## config.mk

```make
export PLATFORM = sky130hd
export DESIGN_NAME = hsirgb_chan
export DESIGN_NICKNAME = d
export VERILOG_FILES = /design/src/design/hsirgb_pkg.sv /design/src/design/hsirgb_chan.sv
export SDC_FILE = /design/constraint.sdc
export NUM_CORES = 2
export LEC_CHECK = 0
export ABC_AREA = 1
export BUFFER_PORTS_ARGS = -buffer_cell sky130_fd_sc_hd__buf_2
export CAP_MARGIN = 10
export CORE_MARGIN = 1.5
export CORE_UTILIZATION = 60
export DETAILED_ROUTE_END_ITERATION = 8
export GPL_TIMING_DRIVEN = 0
export MAX_ROUTING_LAYER = met4
export PLACE_DENSITY = 0.8
export SLEW_MARGIN = 20
export SYNTH_ARGS = -nofsm -noshare
export SYNTH_HDL_FRONTEND = slang
export SYNTH_SLANG_ARGS = --single-unit
```

## constraint.sdc

```tcl
create_clock -name clk -period 6.49 [get_ports clk]
set_clock_uncertainty 0.15 [all_clocks]
set_input_delay 0.3245 -clock clk [delete_from_list [all_inputs] [get_ports clk]]
set_output_delay 0.3245 -clock clk [all_outputs]
set_load 0.1 [all_outputs]
```

## src/design/hsirgb_pkg.sv

```systemverilog
`default_nettype none

package hsirgb_pkg;

    // Fixed scaling of the converter.
    localparam int IN_MAX          = 4095;
    localparam int PWM_MAX         = 4095;
    localparam int RATIO_FRAC_BITS = 14;
    localparam int UNIT            = 1 << RATIO_FRAC_BITS;

    // Saturation is a Q1.12 fraction, 4096 is 1.0.
    localparam int S_BITS = 12;
    localparam int S_ONE  = 1 << S_BITS;

    // Field widths.
    localparam int HUE_W  = 10;
    localparam int SAT_W  = 12;
    localparam int INT_W  = 12;
    localparam int CH_W   = 12;
    localparam int OUT_CAP = (PWM_MAX < 4095) ? PWM_MAX : 4095;

    localparam int IN_TDATA_W  = 40;
    localparam int OUT_TDATA_W = 4 * CH_W;

    // Ratio table covers one 120-degree sector.
    localparam int TAB_N   = 120;
    localparam int TAB_IW  = 7;
    localparam int RATIO_W = 17;

    // Datapath widths.
    localparam int S12_W  = S_BITS + 1;
    localparam int OPND_W = 18;
    localparam int PROD_W = 32;
    localparam int WL_W   = 14;
    localparam int FL_W   = WL_W + RATIO_FRAC_BITS;
    localparam int FF_W   = 16;
    localparam int V_W    = 24;
    localparam int X_W    = V_W + FF_W;
    localparam int Y_W    = X_W - RATIO_FRAC_BITS;
    localparam int Q_W    = 13;

    // Final divide by 3*IN_MAX done as a reciprocal multiply with one correction step.
    localparam int DIV_K  = 3 * IN_MAX;
    localparam int RCP_SH = Y_W;
    localparam int RCP_M  = (1 << RCP_SH) / DIV_K;
    localparam int RC_W   = Y_W + Q_W;

    // Q30 rotation constants used to build the ratio table.
    localparam longint Q30_ONE   = 64'sd1073741824;
    localparam longint COS1_Q30  = 64'sd1073578288;
    localparam longint SIN1_Q30  = 64'sd18739379;
    localparam longint SQRT3_Q30 = 64'sd1859775393;

    typedef enum logic [1:0] {
        SEC_RG,
        SEC_GB,
        SEC_BR
    } sector_t;

    typedef struct packed {
        logic    mode;
        sector_t sector;
    } side_t;

    // Load enables of the three channel scaling stages.
    typedef struct packed {
        logic mul;
        logic rcp;
        logic fix;
    } chan_en_t;

    // Signed quotient truncated toward zero, by shift and subtract.
    function automatic longint div_trunc(input longint num, input longint den);
        logic [63:0] n;
        logic [63:0] d;
        logic [63:0] q;
        logic [63:0] r;
        n = (num < 0) ? 64'(-num) : 64'(num);
        d = (den < 0) ? 64'(-den) : 64'(den);
        q = '0;
        r = '0;
        for (int i = 63; i >= 0; i--)
        begin
            r = {r[62:0], n[i]};
            if (r >= d)
            begin
                r    = r - d;
                q[i] = 1'b1;
            end
        end
        return ((num < 0) != (den < 0)) ? -longint'(q) : longint'(q);
    endfunction

    // Ratio cos(t)/cos(60-t) in signed fixed point, evaluated at elaboration.
    function automatic longint ratio_at(input int t);
        longint c;
        longint s;
        longint nc;
        longint ns;
        longint d;
        c = Q30_ONE;
        s = 0;
        for (int i = 0; i < t; i++)
        begin
            nc = div_trunc(c * COS1_Q30 - s * SIN1_Q30, Q30_ONE);
            ns = div_trunc(s * COS1_Q30 + c * SIN1_Q30, Q30_ONE);
            c  = nc;
            s  = ns;
        end
        d = c + div_trunc(SQRT3_Q30 * s, Q30_ONE);
        if (d < 1)
        begin
            d = 1;
        end
        return div_trunc(2 * c * longint'(UNIT), d);
    endfunction

endpackage

`default_nettype wire

```

## src/design/hsirgb_chan.sv

```systemverilog
`default_nettype none

module hsirgb_chan (
    input  logic                        clk,
    input  hsirgb_pkg::chan_en_t        en,
    input  logic [hsirgb_pkg::V_W-1:0]  v,
    input  logic [hsirgb_pkg::FF_W-1:0] ff,
    output logic [hsirgb_pkg::CH_W-1:0] q
);
    import hsirgb_pkg::*;

    logic [X_W-1:0]  x_reg;
    logic [X_W-1:0]  x_next;
    logic [Y_W-1:0]  y_reg;
    logic [Y_W-1:0]  y_next;
    logic [Q_W-1:0]  q0_reg;
    logic [Q_W-1:0]  q0_next;
    logic [RC_W-1:0] rc_prod;
    logic [Y_W-1:0]  rem;
    logic [Q_W-1:0]  q1;
    logic [CH_W-1:0] q_reg;
    logic [CH_W-1:0] q_next;

    assign x_next = X_W'(v) * X_W'(ff);

    // The low fraction bits of the ratio scale drop out before the reciprocal step.
    assign y_next  = x_reg[X_W-1:RATIO_FRAC_BITS];
    assign rc_prod = RC_W'(y_next) * RC_W'(RCP_M);
    assign q0_next = rc_prod[RCP_SH +: Q_W];

    // The estimate is low by at most one.
    always_comb
    begin
        rem = y_reg - Y_W'(q0_reg) * Y_W'(DIV_K);
        q1  = q0_reg;
        if (rem >= Y_W'(DIV_K))
        begin
            q1 = q0_reg + Q_W'(1);
        end
        if (q1 > Q_W'(OUT_CAP))
        begin
            q_next = CH_W'(OUT_CAP);
        end
        else
        begin
            q_next = q1[CH_W-1:0];
        end
    end

    always_ff @(posedge clk)
    begin
        if (en.mul)
        begin
            x_reg <= x_next;
        end
        if (en.rcp)
        begin
            y_reg  <= y_next;
            q0_reg <= q0_next;
        end
        if (en.fix)
        begin
            q_reg <= q_next;
        end
    end

    assign q = q_reg;

endmodule

`default_nettype wire

```

==> results by group <==
Die
  • Die Wd: around 210 um
  • Placeable Area: about 0.043 mm2
  • Die height: around 210 um
  • Row count: between 70 and 80
  • Initial Util: 0.610
  • Full die area: between 0.04 and 0.05 mm2
  • # IOs: 56

Placed design
  • Routability Congestion: 0.998
  • DP HPWL: roughly 58000 um
  • Worst slack at placement: -742 ps
  • PortBufs: 33

Cells and area
  • Multi-input gate area: roughly 0.02 mm2
  • Seq. cell area: 0.00231 mm2
  • # fillers: roughly 3600
  • Antenna Cells: 0
  • Most common cell after layout, fill and taps aside: inv_1
  • Synth-to-layout area growth: 8.20%
  • Commonest cells after routing, fill and taps aside: inv_1, nand2_1, fa_1, ha_1, a21oi_1
  • Share of layout cells above drive strength 1: 0.0861
  • Fin nets: between 4000 and 5000
  • Util after Layout: 0.660

STA
  • Hold Fails Final Rpt: 0
  • Worst-Margin Slew: 968 ps
  • Final setup margin: 21.1 ps
  • Hold Worst Slack: 205 ps
  • Max-slew violation count: 0
  • Rel. slew slack: 0.355
  • Final period util: 0.997
  • Fmax: approximately 150 MHz
  • RSZ-0062 raised after global routing: yes
  • Finish-stage setup viols: 0
  • Post-layout minimum cycle time: around 6500 ps

Global routing
  • GR peak layer: met2
  • GR Util met2: 0.551
  • First-pass GRT wire length: ~110000 um
  • Largest net degree at the start of global routing: 40
  • Total track usage: 0.319
  • Vias in the first global route: 21391
  • GR Layer Usage met1: 0.367
  • Antenna violations before repair: 0
  • GR Layer Usage met3: 0.0375
  • GR Overflow Total: 0

Logic synthesis
  • Yosys reg bits: 77
  • Post-synth cell types: 42
  • Post-Synthesis Cell Area: about 0.026 mm2
  • Syn Nets: about 4100
  • Post-Syn Instances: between 3000 and 4000
  • Top post-synthesis cells by area: fa_1, ha_1, inv_1
  • Largest area contributor in the netlist: fa_1
  • Syn Area/Cell: around 8.1 um2
  • Synth Warn #: 0
  • Synth top area share: 0.372
  • Sequential share of the synthesized area: 0.0878

Routing
  • Detailed Routing Iterations Pass 1: 5
  • Via-to-Cell Ratio: approximately 5.3
  • Drt total wl: between 60000 and 70000 um
  • Drc violations: 0
  • Wire length per cell: 17.4 um
  • Vias: between 20000 and 25000
  • Violation count after the first detailed-route iteration: 1360
  • Post-route ant nets: 0

CTS
  • Clk buf depth: 2
  • Clock latency on the worst-skew pair: between 300 and 400 ps
  • Reg clk slew, reported paths: around 70 ps
  • H-tree levels: 3
  • CTS Buf Count: 9
  • Clock sink count: 77
  • CTS tree: done
  • Root buffer cell: clkbuf_16

Setup path
  • Worst path most repeated cell: nand2_2
  • Setup crit end kind: register
  • Worst path required time: about 6500 ps
  • CP startpoint kind: register
  • Worst Path Arrival: around 6400 ps
  • Slowest CP cell: fa_2
  • Kind of critical path: reg2reg
  • Largest stage delay, worst path: around 620 ps
  • CP Max Fanout: 6

Flow run
  • Max-cap viol count: 0

Min path
  • Min-delay worst type: in2reg

Run status
  • Status: finished, final reports clean
## layout make-up
cell class	count	area share
clock inverters	6	0.00312
inverters	977	0.129
multi-input cells	2113	0.720
plain buffers	85	0.0145
flip-flops and latches	77	0.0811
clock buffers	9	0.00790
well taps	585	0.0257
repair buffers	79	0.0189
## synth_stat cells (all sizes together)
library cell	instances
or2	2
nor2	114
inv	977
o22ai	2
edfxtp	77
a21o	19
o21a	5
clkbuf	82
xnor2	29
o21bai	9
and2	1
o221a	1
o311ai	2
fa	489
a31o	2
buf	4
a21boi	2
nor4	8
nand3	55
nand4	20
o221ai	3
nor3	11
a31oi	13
nand2b	1
a211oi	1
xor2	62
o31ai	1
a221oi	1
ha	340
o21ai	55
nand3b	3
a21oi	99
nand2	763
## path summary, 6_finish.rpt
| check | endpoint | slack [ps] | start | cells past startpoint |
|---|---|---|---|---|
| setup / recovery | q[10] | 20 | q0_reg[1] | 29 |
| hold / removal | q[5] | 210 | en[0] | 1 |
| setup reg to reg | q[10] | 20 | q0_reg[1] | 29 |
| hold reg to reg | y_reg[22] | 550 | x_reg[36] | 0 |
## routing by layer
metal | vias up | part of all wire
met3 | 229 | 0.062
met5 | - | 0
li1 | 9727 | -
met2 | 800 | 0.50
met4 | 0 | 0.060
met1 | 10091 | 0.38
## cells by family (layout without fill, tap and decap cells)
family,Yosys count,count (layout),share of synthesized area
simple gates,978,978,0.150
flops,77,77,0.0878
buf+inv,1063,1156,0.152
fa+ha+maj,829,829,0.533
xor+xnor,91,91,0.0303
compound gates,215,215,0.0466
## repair_timing
action	4_1_cts	5_1_grt
hold buffers	0	0
setup buffers	11	32
gates resized for setup	25	195
pin swaps	6	59
setup endpoints to repair	20	22
cloned	0	3
## per-stage QoR
step / cells / setup TNS (ps) / instance area [um2]
after floorplan: 3253 / 0 / 26300
after global placement: 3871 / -12350 / 27200
after detailed placement: 3871 / -13720 / 27200
after CTS: 3896 / -5.38 / 27700
after global routing: 3931 / -2420 / 28500
final: 3931 / 0 / 28500
## worst max-delay path: cells and delay by family (launching register included)
| family | cells | cell delay, ps |
|---|---|---|
| adder cells (fa/ha/maj) | 7 | 3520 |
| flip-flops | 1 | 520 |
| AND/OR/NAND/NOR | 15 | 1470 |
| buffers and inverters | 7 | 550 |
Power is left out: the tool's default activity adds up to more than one toggle a clock period on the data nets, which glitch-free logic cannot reach.
